`config.mk`:
```
export PLATFORM = sky130hd
export DESIGN_NAME = launcher_fire_and_unjam_control_flat
export DESIGN_NICKNAME = d
export VERILOG_FILES = /design/src/lfuc_pkg.sv /design/src/lfuc_cfg_if.sv /design/src/lfuc_in_if.sv /design/src/lfuc_out_if.sv /design/src/launcher_fire_and_unjam_control.sv /design/src/flat_wrapper.sv
export VERILOG_INCLUDE_DIRS = /design/src /design/src/src
export SDC_FILE = /design/constraint.sdc
export NUM_CORES = 2
export LEC_CHECK = 0
export BUFFER_PORTS_ARGS = -buffer_cell sky130_fd_sc_hd__buf_2
export CORE_ASPECT_RATIO = 2
export CORE_MARGIN = 2
export CORE_UTILIZATION = 25
export CTS_CLUSTER_DIAMETER = 50
export CTS_CLUSTER_SIZE = 40
export DETAILED_ROUTE_END_ITERATION = 8
export SYNTH_ARGS = -nofsm -noshare
export SYNTH_HDL_FRONTEND = slang
export SYNTH_SLANG_ARGS = --single-unit
```
`constraint.sdc`:
```
create_clock -name clk -period 20.3 [get_ports clk]
set_input_delay 6.09 -clock clk [delete_from_list [all_inputs] [get_ports clk]]
set_output_delay 6.09 -clock clk [all_outputs]
set_load 0.01 [all_outputs]
```
`src/launcher_fire_and_unjam_control_macros.svh`:
```
// ----------------------------------------------------------------------------
// Launcher fire and unjam control assertion macros
// Concurrent assertion wrappers on clk with the synchronous active-low reset.
// ----------------------------------------------------------------------------
`ifndef LAUNCHER_FIRE_AND_UNJAM_CONTROL_MACROS_SVH
`define LAUNCHER_FIRE_AND_UNJAM_CONTROL_MACROS_SVH

`ifndef SYNTHESIS
`define LFUC_ASSERT_SAME(lbl, ante, cons) \
  lbl: assert property (@(posedge clk) disable iff (!rst_n) (ante) |-> (cons)) \
    else $error("launcher control assertion failed");
`define LFUC_ASSERT_NEXT(lbl, ante, cons) \
  lbl: assert property (@(posedge clk) disable iff (!rst_n) (ante) |=> (cons)) \
    else $error("launcher control assertion failed");
`else
`define LFUC_ASSERT_SAME(lbl, ante, cons)
`define LFUC_ASSERT_NEXT(lbl, ante, cons)
`endif

`endif

```
`src/lfuc_pkg.sv`:
```
// ----------------------------------------------------------------------------
// Launcher fire and unjam control package
// Field widths, timing constants, switch codes and register indexes.
// ----------------------------------------------------------------------------
`default_nettype none

package lfuc_pkg;

  localparam int TIME_W   = 32;
  localparam int VAL_W    = 16;
  localparam int MAG_W    = 15;
  localparam int MODE_W   = 2;
  localparam int FLY_W    = 12;
  localparam int TGT_W    = 22;
  localparam int CFG_A_W  = 3;

  localparam logic [TIME_W-1:0] SPIN_UP_MS = 32'd1000;
  localparam logic [TIME_W-1:0] COAST_MS   = 32'd1000;
  localparam logic [FLY_W-1:0]  FLY_RUN_US  = 12'd1300;
  localparam logic [FLY_W-1:0]  FLY_IDLE_US = 12'd400;
  localparam logic signed [TGT_W-1:0] GEAR_FACTOR = 22'sd36;

  localparam logic [MODE_W-1:0] MODE_MANUAL = 2'd0;
  localparam logic [MODE_W-1:0] MODE_AIMBOT = 2'd1;
  localparam logic [MODE_W-1:0] MODE_KILL   = 2'd2;

  typedef enum logic [CFG_A_W-1:0] {
    REG_REMOTE_TIMEOUT = 3'd0,
    REG_JAM_TORQUE     = 3'd1,
    REG_UNJAM_TIME     = 3'd2,
    REG_FEED_SPEED     = 3'd3,
    REG_UNJAM_SPEED    = 3'd4,
    REG_PITCH_OFFSET   = 3'd5,
    REG_YAW_OFFSET     = 3'd6,
    REG_BOX_HALF       = 3'd7
  } cfg_reg_t;

  typedef struct packed {
    logic [TIME_W-1:0]       now_ms;
    logic [TIME_W-1:0]       remote_last_ms;
    logic                    fire_switch;
    logic [MODE_W-1:0]       left_mode;
    logic signed [VAL_W-1:0] target_x;
    logic signed [VAL_W-1:0] target_y;
    logic signed [VAL_W-1:0] torque_zero;
    logic signed [VAL_W-1:0] torque_one;
  } in_word_t;

endpackage

`default_nettype wire

```
`src/lfuc_cfg_if.sv`:
```
// ----------------------------------------------------------------------------
// Launcher control configuration channel
// Register write channel carrying a register index and write data.
// ----------------------------------------------------------------------------
`default_nettype none

interface lfuc_cfg_if;
  logic                           valid;
  logic                           ready;
  logic [lfuc_pkg::CFG_A_W-1:0]   addr;
  logic [lfuc_pkg::VAL_W-1:0]     data;

  modport source (output valid, output addr, output data, input ready);
  modport sink (input valid, input addr, input data, output ready);
endinterface

`default_nettype wire

```
`src/lfuc_in_if.sv`:
```
// ----------------------------------------------------------------------------
// Launcher control tick channel
// One word per control tick: time, last remote time, switches, target and torques.
// ----------------------------------------------------------------------------
`default_nettype none

interface lfuc_in_if;
  logic                                valid;
  logic                                ready;
  logic [lfuc_pkg::TIME_W-1:0]         now_ms;
  logic [lfuc_pkg::TIME_W-1:0]         remote_last_ms;
  logic                                fire_switch;
  logic [lfuc_pkg::MODE_W-1:0]         left_mode;
  logic signed [lfuc_pkg::VAL_W-1:0]   target_x;
  logic signed [lfuc_pkg::VAL_W-1:0]   target_y;
  logic signed [lfuc_pkg::VAL_W-1:0]   torque_zero;
  logic signed [lfuc_pkg::VAL_W-1:0]   torque_one;

  modport source (output valid, output now_ms, output remote_last_ms, output fire_switch,
                  output left_mode, output target_x, output target_y,
                  output torque_zero, output torque_one, input ready);
  modport sink (input valid, input now_ms, input remote_last_ms, input fire_switch,
                input left_mode, input target_x, input target_y,
                input torque_zero, input torque_one, output ready);
endinterface

`default_nettype wire

```
`src/lfuc_out_if.sv`:
```
// ----------------------------------------------------------------------------
// Launcher control result channel
// Flywheel pulse widths, feeder speed targets and the command flag.
// ----------------------------------------------------------------------------
`default_nettype none

interface lfuc_out_if;
  logic                                valid;
  logic                                ready;
  logic [lfuc_pkg::FLY_W-1:0]          flywheel_a_us;
  logic [lfuc_pkg::FLY_W-1:0]          flywheel_b_us;
  logic signed [lfuc_pkg::TGT_W-1:0]   feeder_zero_target;
  logic signed [lfuc_pkg::TGT_W-1:0]   feeder_one_target;
  logic                                command_issued;

  modport source (output valid, output flywheel_a_us, output flywheel_b_us,
                  output feeder_zero_target, output feeder_one_target,
                  output command_issued, input ready);
  modport sink (input valid, input flywheel_a_us, input flywheel_b_us,
                input feeder_zero_target, input feeder_one_target,
                input command_issued, output ready);
endinterface

`default_nettype wire

```
`src/launcher_fire_and_unjam_control.sv`:
```
// ----------------------------------------------------------------------------
// Launcher fire and unjam control
// Flywheel spin-up, feeder jam handling and aim box gating per control tick.
// ----------------------------------------------------------------------------
// The block takes one tick word per clock while the output is not stalled and
// returns one result word per tick: the tick is held in an input register,
// evaluated against the controller state in a single pass, and the result is
// written to an output register together with the state update. A stalled
// output holds one finished word while one more tick waits in the input
// register. Configuration writes are always accepted and take effect on the
// next evaluated tick.
`default_nettype none
`include "launcher_fire_and_unjam_control_macros.svh"

module launcher_fire_and_unjam_control (
  input  wire logic    clk,
  input  wire logic    rst_n,
  lfuc_cfg_if.sink     cfg_ch,
  lfuc_in_if.sink      in_ch,
  lfuc_out_if.source   out_ch
);

  // Configuration registers.
  logic [lfuc_pkg::VAL_W-1:0]        link_silence_r;
  logic [lfuc_pkg::MAG_W-1:0]        jam_torque_r;
  logic [lfuc_pkg::VAL_W-1:0]        unjam_time_r;
  logic signed [lfuc_pkg::VAL_W-1:0] feed_speed_r;
  logic signed [lfuc_pkg::VAL_W-1:0] unjam_speed_r;
  logic signed [lfuc_pkg::VAL_W-1:0] pitch_offset_r;
  logic signed [lfuc_pkg::VAL_W-1:0] yaw_offset_r;
  logic [lfuc_pkg::MAG_W-1:0]        box_half_r;

  // Input stage.
  logic               s1_valid_r;
  lfuc_pkg::in_word_t s1_word_r;
  logic               adv;
  logic               in_ready;
  logic               step;

  // Controller state.
  logic [1:0]                         firing_r, firing_nxt;
  logic [lfuc_pkg::TIME_W-1:0]        spin_start_r [2];
  logic [lfuc_pkg::TIME_W-1:0]        spin_start_nxt [2];
  logic [1:0]                         unjam_r, unjam_nxt;
  logic [lfuc_pkg::TIME_W-1:0]        jam_start_r [2];
  logic [lfuc_pkg::TIME_W-1:0]        jam_start_nxt [2];
  logic [lfuc_pkg::TIME_W-1:0]        last_feed_r, last_feed_nxt;
  logic                               fed_once_r, fed_once_nxt;
  logic [lfuc_pkg::FLY_W-1:0]         held_fly_r, held_fly_nxt;
  logic signed [lfuc_pkg::TGT_W-1:0]  held_t0_r, held_t0_nxt;
  logic signed [lfuc_pkg::TGT_W-1:0]  held_t1_r, held_t1_nxt;
  logic                               issue;

  // Output register.
  logic                               out_valid_r;
  logic [lfuc_pkg::FLY_W-1:0]         out_fly_r;
  logic signed [lfuc_pkg::TGT_W-1:0]  out_t0_r;
  logic signed [lfuc_pkg::TGT_W-1:0]  out_t1_r;
  logic                               out_cmd_r;

  assign cfg_ch.ready = 1'b1;

  always_ff @(posedge clk) begin
    if (!rst_n) begin
      link_silence_r   <= 16'd100;
      jam_torque_r     <= 15'd10000;
      unjam_time_r     <= 16'd500;
      feed_speed_r     <= 16'sd60;
      unjam_speed_r    <= -16'sd60;
      pitch_offset_r   <= 16'sd0;
      yaw_offset_r     <= 16'sd0;
      box_half_r       <= 15'd2560;
    end else if (cfg_ch.valid) begin
      case (lfuc_pkg::cfg_reg_t'(cfg_ch.addr))
        lfuc_pkg::REG_REMOTE_TIMEOUT: link_silence_r   <= cfg_ch.data;
        lfuc_pkg::REG_JAM_TORQUE:     jam_torque_r     <= cfg_ch.data[lfuc_pkg::MAG_W-1:0];
        lfuc_pkg::REG_UNJAM_TIME:     unjam_time_r     <= cfg_ch.data;
        lfuc_pkg::REG_FEED_SPEED:     feed_speed_r     <= cfg_ch.data;
        lfuc_pkg::REG_UNJAM_SPEED:    unjam_speed_r    <= cfg_ch.data;
        lfuc_pkg::REG_PITCH_OFFSET:   pitch_offset_r   <= cfg_ch.data;
        lfuc_pkg::REG_YAW_OFFSET:     yaw_offset_r     <= cfg_ch.data;
        lfuc_pkg::REG_BOX_HALF:       box_half_r       <= cfg_ch.data[lfuc_pkg::MAG_W-1:0];
        default: begin
        end
      endcase
    end
  end

  assign adv          = !out_valid_r || out_ch.ready;
  assign in_ready     = !s1_valid_r || adv;
  assign in_ch.ready  = in_ready;
  assign step         = s1_valid_r && adv;

  always_ff @(posedge clk) begin
    if (!rst_n) begin
      s1_valid_r <= 1'b0;
    end else if (in_ready) begin
      s1_valid_r <= in_ch.valid;
    end
  end

  always_ff @(posedge clk) begin
    if (in_ch.valid && in_ready) begin
      s1_word_r <= '{now_ms:         in_ch.now_ms,
                     remote_last_ms: in_ch.remote_last_ms,
                     fire_switch:    in_ch.fire_switch,
                     left_mode:      in_ch.left_mode,
                     target_x:       in_ch.target_x,
                     target_y:       in_ch.target_y,
                     torque_zero:    in_ch.torque_zero,
                     torque_one:     in_ch.torque_one};
    end
  end

  always_comb begin
    logic [lfuc_pkg::TIME_W-1:0]        now;
    logic                               timed_out;
    logic [lfuc_pkg::MODE_W-1:0]        mode_eff;
    logic                               run;
    logic signed [lfuc_pkg::VAL_W:0]    ny;
    logic signed [lfuc_pkg::VAL_W:0]    nx;
    logic [lfuc_pkg::VAL_W:0]           ny_mag;
    logic [lfuc_pkg::VAL_W:0]           nx_mag;
    logic                               in_box;
    logic                               update;
    logic                               coast;
    logic signed [lfuc_pkg::VAL_W-1:0]  tq [2];
    logic [lfuc_pkg::VAL_W-1:0]         tq_mag [2];
    logic [lfuc_pkg::TIME_W-1:0]        start [2];
    logic [lfuc_pkg::TIME_W-1:0]        jstart [2];
    logic [1:0]                         feed;
    logic [1:0]                         jam;
    logic [1:0]                         unj;
    logic [1:0]                         expired;
    logic signed [lfuc_pkg::VAL_W:0]    spd [2];
    logic signed [lfuc_pkg::TGT_W-1:0]  spd_w [2];
    logic signed [lfuc_pkg::TGT_W-1:0]  tgt [2];

    now       = s1_word_r.now_ms;
    timed_out = (now - s1_word_r.remote_last_ms) > {16'd0, link_silence_r};
    mode_eff  = timed_out ? lfuc_pkg::MODE_MANUAL : s1_word_r.left_mode;
    run       = s1_word_r.fire_switch && !timed_out && (mode_eff != lfuc_pkg::MODE_KILL);

    ny     = {s1_word_r.target_y[15], s1_word_r.target_y} + {pitch_offset_r[15], pitch_offset_r};
    nx     = {s1_word_r.target_x[15], s1_word_r.target_x} + {yaw_offset_r[15], yaw_offset_r};
    ny_mag = ny[lfuc_pkg::VAL_W] ? -ny : ny;
    nx_mag = nx[lfuc_pkg::VAL_W] ? -nx : nx;
    in_box = (ny_mag < {2'b00, box_half_r}) && (nx_mag < {2'b00, box_half_r});
    issue  = !(run && (mode_eff == lfuc_pkg::MODE_AIMBOT) && !in_box);
    update = run && issue;

    tq[0] = s1_word_r.torque_zero;
    tq[1] = s1_word_r.torque_one;

    for (int i = 0; i < 2; i++) begin
      tq_mag[i]  = tq[i][lfuc_pkg::VAL_W-1] ? -tq[i] : tq[i];
      start[i]   = firing_r[i] ? spin_start_r[i] : now;
      feed[i]    = update && ((now - start[i]) > lfuc_pkg::SPIN_UP_MS);
      jam[i]     = tq_mag[i] > {1'b0, jam_torque_r};
      jstart[i]  = jam[i] ? now : jam_start_r[i];
      unj[i]     = jam[i] || unjam_r[i];
      expired[i] = (now - jstart[i]) > {16'd0, unjam_time_r};
      spd[i]     = (unj[i] && !expired[i]) ? {unjam_speed_r[15], unjam_speed_r}
                                           : {feed_speed_r[15], feed_speed_r};
      if (i == 0) begin
        spd[i] = -spd[i];
      end
      spd_w[i] = {{(lfuc_pkg::TGT_W - lfuc_pkg::VAL_W - 1){spd[i][lfuc_pkg::VAL_W]}}, spd[i]};
      tgt[i]   = feed[i] ? lfuc_pkg::TGT_W'(spd_w[i] * lfuc_pkg::GEAR_FACTOR) : '0;

      firing_nxt[i]     = update ? 1'b1 : (run ? firing_r[i] : 1'b0);
      spin_start_nxt[i] = update ? start[i] : spin_start_r[i];
      unjam_nxt[i]      = feed[i] ? (unj[i] && !expired[i]) : unjam_r[i];
      jam_start_nxt[i]  = feed[i] ? jstart[i] : jam_start_r[i];
    end

    last_feed_nxt = (|feed) ? now : last_feed_r;
    fed_once_nxt  = fed_once_r || (|feed);

    coast = fed_once_r && ((now - last_feed_r) < lfuc_pkg::COAST_MS) &&
            (mode_eff != lfuc_pkg::MODE_KILL);

    if (update) begin
      held_fly_nxt = lfuc_pkg::FLY_RUN_US;
      held_t0_nxt  = tgt[0];
      held_t1_nxt  = tgt[1];
    end else if (!run) begin
      held_fly_nxt = coast ? lfuc_pkg::FLY_RUN_US : lfuc_pkg::FLY_IDLE_US;
      held_t0_nxt  = '0;
      held_t1_nxt  = '0;
    end else begin
      held_fly_nxt = held_fly_r;
      held_t0_nxt  = held_t0_r;
      held_t1_nxt  = held_t1_r;
    end
  end

  always_ff @(posedge clk) begin
    if (!rst_n) begin
      firing_r    <= '0;
      unjam_r     <= '0;
      last_feed_r <= '0;
      fed_once_r  <= 1'b0;
      held_fly_r  <= '0;
      held_t0_r   <= '0;
      held_t1_r   <= '0;
      out_valid_r <= 1'b0;
      for (int i = 0; i < 2; i++) begin
        spin_start_r[i] <= '0;
        jam_start_r[i]  <= '0;
      end
    end else begin
      if (step) begin
        firing_r    <= firing_nxt;
        unjam_r     <= unjam_nxt;
        last_feed_r <= last_feed_nxt;
        fed_once_r  <= fed_once_nxt;
        held_fly_r  <= held_fly_nxt;
        held_t0_r   <= held_t0_nxt;
        held_t1_r   <= held_t1_nxt;
        for (int i = 0; i < 2; i++) begin
          spin_start_r[i] <= spin_start_nxt[i];
          jam_start_r[i]  <= jam_start_nxt[i];
        end
      end
      if (adv) begin
        out_valid_r <= s1_valid_r;
      end
    end
  end

  always_ff @(posedge clk) begin
    if (step) begin
      out_fly_r <= held_fly_nxt;
      out_t0_r  <= held_t0_nxt;
      out_t1_r  <= held_t1_nxt;
      out_cmd_r <= issue;
    end
  end

  assign out_ch.valid              = out_valid_r;
  assign out_ch.flywheel_a_us      = out_fly_r;
  assign out_ch.flywheel_b_us      = out_fly_r;
  assign out_ch.feeder_zero_target = out_t0_r;
  assign out_ch.feeder_one_target  = out_t1_r;
  assign out_ch.command_issued     = out_cmd_r;

  `LFUC_ASSERT_SAME(a_feed_needs_run, out_valid_r && (out_t0_r != '0 || out_t1_r != '0), out_fly_r == lfuc_pkg::FLY_RUN_US)
  `LFUC_ASSERT_SAME(a_fly_legal, out_valid_r, out_fly_r == '0 || out_fly_r == lfuc_pkg::FLY_RUN_US || out_fly_r == lfuc_pkg::FLY_IDLE_US)
  `LFUC_ASSERT_SAME(a_fed_once_sticky, $past(rst_n), !$fell(fed_once_r))
  `LFUC_ASSERT_NEXT(a_step_loads_out, step, out_valid_r)

endmodule

`default_nettype wire
```
`src/flat_wrapper.sv`:
```
// flat-port wrapper written by rule: the top's interface ports become plain ports
module launcher_fire_and_unjam_control_flat 
  (clk, rst_n, cfg_ch_valid, cfg_ch_addr, cfg_ch_data, cfg_ch_ready, in_ch_valid, in_ch_now_ms, in_ch_remote_last_ms, in_ch_fire_switch, in_ch_left_mode, in_ch_target_x, in_ch_target_y, in_ch_torque_zero, in_ch_torque_one, in_ch_ready, out_ch_valid, out_ch_flywheel_a_us, out_ch_flywheel_b_us, out_ch_feeder_zero_target, out_ch_feeder_one_target, out_ch_command_issued, out_ch_ready);
  lfuc_cfg_if cfg_ch_i ();
  lfuc_in_if in_ch_i ();
  lfuc_out_if out_ch_i ();
  input  wire logic clk;
  input  wire logic rst_n;
  input wire logic [$bits(cfg_ch_i.valid)-1:0] cfg_ch_valid;
  input wire logic [$bits(cfg_ch_i.addr)-1:0] cfg_ch_addr;
  input wire logic [$bits(cfg_ch_i.data)-1:0] cfg_ch_data;
  output wire logic [$bits(cfg_ch_i.ready)-1:0] cfg_ch_ready;
  input wire logic [$bits(in_ch_i.valid)-1:0] in_ch_valid;
  input wire logic [$bits(in_ch_i.now_ms)-1:0] in_ch_now_ms;
  input wire logic [$bits(in_ch_i.remote_last_ms)-1:0] in_ch_remote_last_ms;
  input wire logic [$bits(in_ch_i.fire_switch)-1:0] in_ch_fire_switch;
  input wire logic [$bits(in_ch_i.left_mode)-1:0] in_ch_left_mode;
  input wire logic [$bits(in_ch_i.target_x)-1:0] in_ch_target_x;
  input wire logic [$bits(in_ch_i.target_y)-1:0] in_ch_target_y;
  input wire logic [$bits(in_ch_i.torque_zero)-1:0] in_ch_torque_zero;
  input wire logic [$bits(in_ch_i.torque_one)-1:0] in_ch_torque_one;
  output wire logic [$bits(in_ch_i.ready)-1:0] in_ch_ready;
  output wire logic [$bits(out_ch_i.valid)-1:0] out_ch_valid;
  output wire logic [$bits(out_ch_i.flywheel_a_us)-1:0] out_ch_flywheel_a_us;
  output wire logic [$bits(out_ch_i.flywheel_b_us)-1:0] out_ch_flywheel_b_us;
  output wire logic [$bits(out_ch_i.feeder_zero_target)-1:0] out_ch_feeder_zero_target;
  output wire logic [$bits(out_ch_i.feeder_one_target)-1:0] out_ch_feeder_one_target;
  output wire logic [$bits(out_ch_i.command_issued)-1:0] out_ch_command_issued;
  input wire logic [$bits(out_ch_i.ready)-1:0] out_ch_ready;
  assign cfg_ch_i.valid = cfg_ch_valid;
  assign cfg_ch_i.addr = cfg_ch_addr;
  assign cfg_ch_i.data = cfg_ch_data;
  assign cfg_ch_ready = cfg_ch_i.ready;
  assign in_ch_i.valid = in_ch_valid;
  assign in_ch_i.now_ms = in_ch_now_ms;
  assign in_ch_i.remote_last_ms = in_ch_remote_last_ms;
  assign in_ch_i.fire_switch = in_ch_fire_switch;
  assign in_ch_i.left_mode = in_ch_left_mode;
  assign in_ch_i.target_x = in_ch_target_x;
  assign in_ch_i.target_y = in_ch_target_y;
  assign in_ch_i.torque_zero = in_ch_torque_zero;
  assign in_ch_i.torque_one = in_ch_torque_one;
  assign in_ch_ready = in_ch_i.ready;
  assign out_ch_valid = out_ch_i.valid;
  assign out_ch_flywheel_a_us = out_ch_i.flywheel_a_us;
  assign out_ch_flywheel_b_us = out_ch_i.flywheel_b_us;
  assign out_ch_feeder_zero_target = out_ch_i.feeder_zero_target;
  assign out_ch_feeder_one_target = out_ch_i.feeder_one_target;
  assign out_ch_command_issued = out_ch_i.command_issued;
  assign out_ch_i.ready = out_ch_ready;
  launcher_fire_and_unjam_control u_core (.clk(clk), .rst_n(rst_n), .cfg_ch(cfg_ch_i), .in_ch(in_ch_i), .out_ch(out_ch_i));
endmodule
```
# Yosys cells after proc, flatten, opt, wreduce, memory -nomap -nowiden
# Memories as Yosys holds them, arrays and structs flattened.
# Cells that the tools add are included.
# op_classes
order_cmp,10
n_mux,34
n_addsub,13
n_eq_ne,10
multipliers,2
bitwise,4
n_reduce_logical,40
# op_table
operator,count
32-bit 2-to-1 mux,12
32-bit subtractor,6
22-bit 2-to-1 mux,6
32-bit by 16-bit > comparator with 1-bit output,3
17-bit 2-to-1 mux,4
"32-bit by 10-bit > comparator with 1-bit output, second input constant",2
17-bit negator,3
"17-bit by 5-bit multiplier with 20-bit output, second input constant",2
16-bit by 16-bit adder with 17-bit output,2
17-bit by 15-bit less-than comparator with 1-bit output,2
16-bit by 15-bit > comparator with 1-bit output,2
"32-bit by 10-bit less-than comparator with 1-bit output, second input constant",1
16-bit 2-to-1 mux,2
16-bit negator,2
12-bit 2-to-1 mux,2
2-bit AND reduction,12
1-bit logical AND,14
"3-bit == test, second input constant",4
11-bit 2-to-1 mux,1
1-bit zero test,7
"3-bit by 2-bit == test with 1-bit output, second input constant",2
1-bit 2-to-1 mux,6
1-bit logical OR,5
"2-bit != test, second input constant",2
6 further kinds,9
# totals
register_bits,408
output_inout_bits,72
inputBits,155
mem_count,2
mem_bits_rw,128
# mem_list
name,depth,word_bits,rd,rd_ports_with_merged_regs,wr,line_no,rtl
u_core.jam_start_r,2,32,2,0,2,launcher_fire_and_unjam_control.sv:45,logic [lfuc_pkg::TIME_W-1:0] jam_start_r [2];
u_core.spin_start_r,2,32,2,0,2,launcher_fire_and_unjam_control.sv:42,logic [lfuc_pkg::TIME_W-1:0] spin_start_r [2];

# Longest topological paths before layout
# logic_depth
ltp_word,13
depth_mapped,64

# Worst setup path before layout
# Ideal clock, no wire load.
# synth_path
path_type,input to output
from,input out_ch_ready
to,output in_ch_ready
arrival_time_ns,6.387
path_buffers,0
slack_ns,7.823
cell_stages,2
cell_sequence,nor2b_1 nand2_1
# synth_between
elab_chain_len,2
# synth_lines
item,line_no,rtl
start: declaration,flat_wrapper.sv:29,input wire logic [$bits(out_ch_i.ready)-1:0] out_ch_ready;
1-bit logical OR,launcher_fire_and_unjam_control.sv:89,assign adv = !out_valid_r || out_ch.ready;
1-bit logical OR,launcher_fire_and_unjam_control.sv:90,assign in_ready = !s1_valid_r || adv;
end: declaration,flat_wrapper.sv:22,output wire logic [$bits(in_ch_i.ready)-1:0] in_ch_ready;
# No other way between the ends.

# Worst setup path in the final report
# layout_path
from,register u_core.s1_word_r[25] (netlist bit)
to,register u_core.out_t0_r (netlist bit u_core.out_ch.feeder_zero_target[19]) (data pin)
# layout_between
elab_chain_len,13
word_cells_on_any_way,14
cone_classes,add/sub (3); mul (1); order compare (2); mux (5); reduce/logical (3)
# layout_lines
item,line_no,rtl
start: declaration,launcher_fire_and_unjam_control.sv:35,lfuc_pkg::in_word_t s1_word_r;
start signal: assignment,launcher_fire_and_unjam_control.sv:104,"s1_word_r <= '{now_ms: in_ch.now_ms,"
16-bit negator,launcher_fire_and_unjam_control.sv:156,tq_mag[i] = tq[i][lfuc_pkg::VAL_W-1] ? -tq[i] : tq[i];
16-bit 2-to-1 mux *,launcher_fire_and_unjam_control.sv:156,
16-bit by 15-bit > comparator with 1-bit output *,launcher_fire_and_unjam_control.sv:159,"jam[i] = tq_mag[i] > {1'b0, jam_torque_r};"
32-bit 2-to-1 mux,launcher_fire_and_unjam_control.sv:160,jstart[i] = jam[i] ? now : jam_start_r[i];
32-bit subtractor,launcher_fire_and_unjam_control.sv:162,"expired[i] = (now - jstart[i]) > {16'd0, unjam_time_r};"
32-bit by 16-bit > comparator with 1-bit output,launcher_fire_and_unjam_control.sv:162,
1-bit zero test,launcher_fire_and_unjam_control.sv:163,"spd[i] = (unj[i] && !expired[i]) ? {unjam_speed_r[15], unjam_speed_r}"
1-bit logical AND *,launcher_fire_and_unjam_control.sv:163,
17-bit 2-to-1 mux *,launcher_fire_and_unjam_control.sv:163,
17-bit negator *,launcher_fire_and_unjam_control.sv:166,spd[i] = -spd[i];
17-bit by 5-bit multiplier with 20-bit output *,launcher_fire_and_unjam_control.sv:169,tgt[i] = feed[i] ? lfuc_pkg::TGT_W'(spd_w[i] * lfuc_pkg::GEAR_FACTOR) : '0;
22-bit 2-to-1 mux *,launcher_fire_and_unjam_control.sv:169,
22-bit 2-to-1 mux *,launcher_fire_and_unjam_control.sv:183,if (update) begin
via u_core.held_t0_nxt (one bit),launcher_fire_and_unjam_control.sv:50,"logic signed [lfuc_pkg::TGT_W-1:0] held_t0_r, held_t0_nxt;"
end signal: assignment,launcher_fire_and_unjam_control.sv:235,out_t0_r <= held_t0_nxt;
end: declaration,launcher_fire_and_unjam_control.sv:57,logic signed [lfuc_pkg::TGT_W-1:0] out_t0_r;
# Mark *: on every way through the listed nets, which the timed path passes. The rest lies on a longest branch.
# A chain may end at the register's enable or synchronous reset.

==> results.md <==
* HP Start: u_core.box_half_r[7]$_SDFFE_PN0P_
* Fin. max-slew vios at 0
* Mapped Cells at 4125
* Critical Path Source: u_core.s1_word_r[25]$_DFFE_PP_
* Clk Latency, worst-skew pair at 650 ps
* Most frequent cells in the layout: nand2_1, ha_1, a21oi_1
* Max VDD drop at 0.0720 mV
* WP data arrival at 13390 ps
* CP max FO at 31
* Setup TNS at 0 ps
* Fill cells at 15894
* Most common cell after layout, fill and taps aside: nand2_1
* DP Cell Count at 6162
* Leak at 17.6 nW
* Overall Global Routing Usage at 13.5%
* Worst-case reg-to-reg path depth at 51
* YS warnings at 0
* Cell area after synthesis at 37500 sq um
* Share of synthesized area occupied by flip-flops and latches at 37.0%
* Fmax at 0.0769 GHz
* Final setup fails at 0
* Max Root-Sink Buffers at 3
* DR WL/cell at 16.9 um
* Largest net degree at the start of global routing at 83
* Largest stage delay on the critical path at 620 ps
* I/O Buffers at 225
* Clock root cell: clkbuf_16
* Cts bufs inserted at 73
* Number of synthesized flops with an enable pin at 316
* Core ar. at 149000 sq um
* Area of the multi-input gates at 22100 sq um
* Register area at 13900 sq um
* Setup bufs post-CTS at 0
* Starting density of the core at 25.1%
* DIE HEIGHT at 552 um
* FF+latch count, synth at 536
* Grt ovf at 0
* Max_cap viols at 0
* Non-Filler Instances at 6298
* Final HPWL DP at 76900 um
* TritonRoute pass-1 iters at 5
* Final WL at 106000 um
* Distinct cells, synth at 102
* Chip width at 278 um
* CP required at 20680 ps
* Hold Buf Count CTS at 0
* Top_reg_cell synth: edfxtp_1
* Syn Nets at 4674
* Gpl congestion at 0.908
* CP most frequent cell: ha_1
* Fraction of layout cells with a size suffix above 1 at 11.1%
* Routed vias/inst at 4.92
* Critical Path End Type: flop
* I/O pins at 227
* Ys async rst share at 0%
* Row count at 201
* Remaining DRCs at 0
* Worst-path clk slew at 60 ps
* Final Skew at 62.6 ps
* Pwr dens at 78.2 nW/um^2
* Starting DRC count in detailed routing at 2115
* H-tree Lvls at 3
* Tightest Pin Transition at 1270 ps
* Hold path depth at 2
* Final Cycle Share at 64.1%
* Final ANT Viol Nets at 0
* R2r setup slk at 7290 ps
* Final hold vios at 0
* Total design power at 3.40 mW
* Worst R2R Start: u_core.s1_word_r[25]$_DFFE_PP_
* Routed vias at 31004
* Antenna violations before repair at 9
* Die area at 153000 sq um
* Vias in the first global route at 28896
* CP startpoint kind: flop
* Clock sink total at 536
* Unrepaired setup endpoints after global routing: false
* Worst path slowest cell: or4_1
* Setup CP Type: reg -> reg
* Post-layout min period at 13010 ps
* CTS tree: built
* Layout area overhead at 15.8%
* Synth Area per Inst at 9.09 sq um
* Normalized max-slew margin at 14.7%
* Global-route wire length before repair at 165000 um
* Fin nets at 4858
* Type of the worst min-delay path: reg -> reg
* Resized Gates After CTS at 0
* Status: finished clean
-- per-layer routing --
metal	share of wire, %	global-route usage (%)	up-vias	wire length, um
li1	-	-	15509	-
met4	2.6	4.15	6	2770
met3	5.8	1.69	148	6110
met2	41	19.9	849	43500
met5	0.033	0	-	35
met1	51	20.2	14492	53800
-- final timing paths --
kind	to
max	u_core.out_ch.feeder_zero_target[19]$_DFFE_PP_
min	u_core.box_half_r[7]$_SDFFE_PN0P_
max reg2reg	u_core.out_ch.feeder_zero_target[19]$_DFFE_PP_
min reg2reg	u_core.box_half_r[7]$_SDFFE_PN0P_
-- stage by stage --
step | hold slack, ps | util, % | worst slack, ps | area [sq um]
5_1_grt | 472 | 29.1 | 6310 | 43400
3_5_place_dp | 435 | 27.3 | 7370 | 40800
6_report | 451 | 29.1 | 7290 | 43400
2_1_floorplan | 421 | - | 7820 | 37500
4_1_cts | 455 | 29.1 | 7330 | 43400
3_3_place_gp | 433 | 27.3 | 7440 | 40800
-- critical path, delay by kind of cell, from the launching register on --
kind	cells	cell delay [ps]
buf+inv	2	810
mux	2	620
fa+ha+maj	6	1860
simple gates	20	4680
flops	1	430
compound gates	18	3930
xor+xnor	3	400
-- final cells by class --
class,count,area share (%)
clock inverters,50,1.62
clock buffers,84,4.56
repair buffers,274,3.44
multi-input cells,3197,50.9
well taps,1928,5.55
diodes,2,0.0115
inverters,227,1.97
flip-flops and latches,536,32.0
-- cells in the mapped netlist (68+ instances only) --
library cell	number	area, sq um
clkbuf_1	108	405
a21o_1	94	706
o21ai_0	163	816
nor3_1	71	355
nand2_1	439	1650
xnor2_1	135	1180
ha_1	385	4820
a21oi_1	384	1920
dfxtp_1	220	4400
mux2i_1	115	1150
nor2_1	362	1360
nand3_1	68	340
a22o_1	83	727
inv_1	226	848
nor2b_1	76	475
xor2_1	78	683
edfxtp_1	316	9490
-- registers in the layout (all words and copies together) (netlist names), 2 cells and up --
name	flops
u_core.s1_word_r	131
u_core.jam_start_r	64
u_core.spin_start_r	64
u_core.last_feed_r	32
u_core.held_t0_r	22
u_core.held_t1_r	22
u_core.out_ch.feeder_one_target	22
u_core.out_ch.feeder_zero_target	22
u_core.feed_speed_r	16
u_core.link_silence_r	16
u_core.pitch_offset_r	16
u_core.unjam_speed_r	16
u_core.unjam_time_r	16
u_core.yaw_offset_r	16
u_core.box_half_r	15
u_core.jam_torque_r	15
u_core.held_fly_r	12
u_core.out_ch.flywheel_a_us	12
u_core.unjam_r	2
-- power breakdown --
part | total [mW] | leakage [nW] | internal (mW) | switching (mW)
sequential | 1.22 | 4.89 | 1.19 | 0.0244
combinational | 0.780 | 11.4 | 0.313 | 0.467
clock | 1.40 | 1.31 | 0.818 | 0.580
-- logic make-up after synthesis --
kind of cell	after synthesis	synth area share (%)
and+or+nand+nor	1331	17.0
muxes	137	3.73
DFF	536	37.0
buffers and inverters	392	4.22
adders and majority gates	399	13.5
AOI/OAI and AO/OA	1116	19.6
xor gates and xnor gates	213	4.97
other	1	0.0100
No activity file was read; power rests on OpenSTA's default activity.
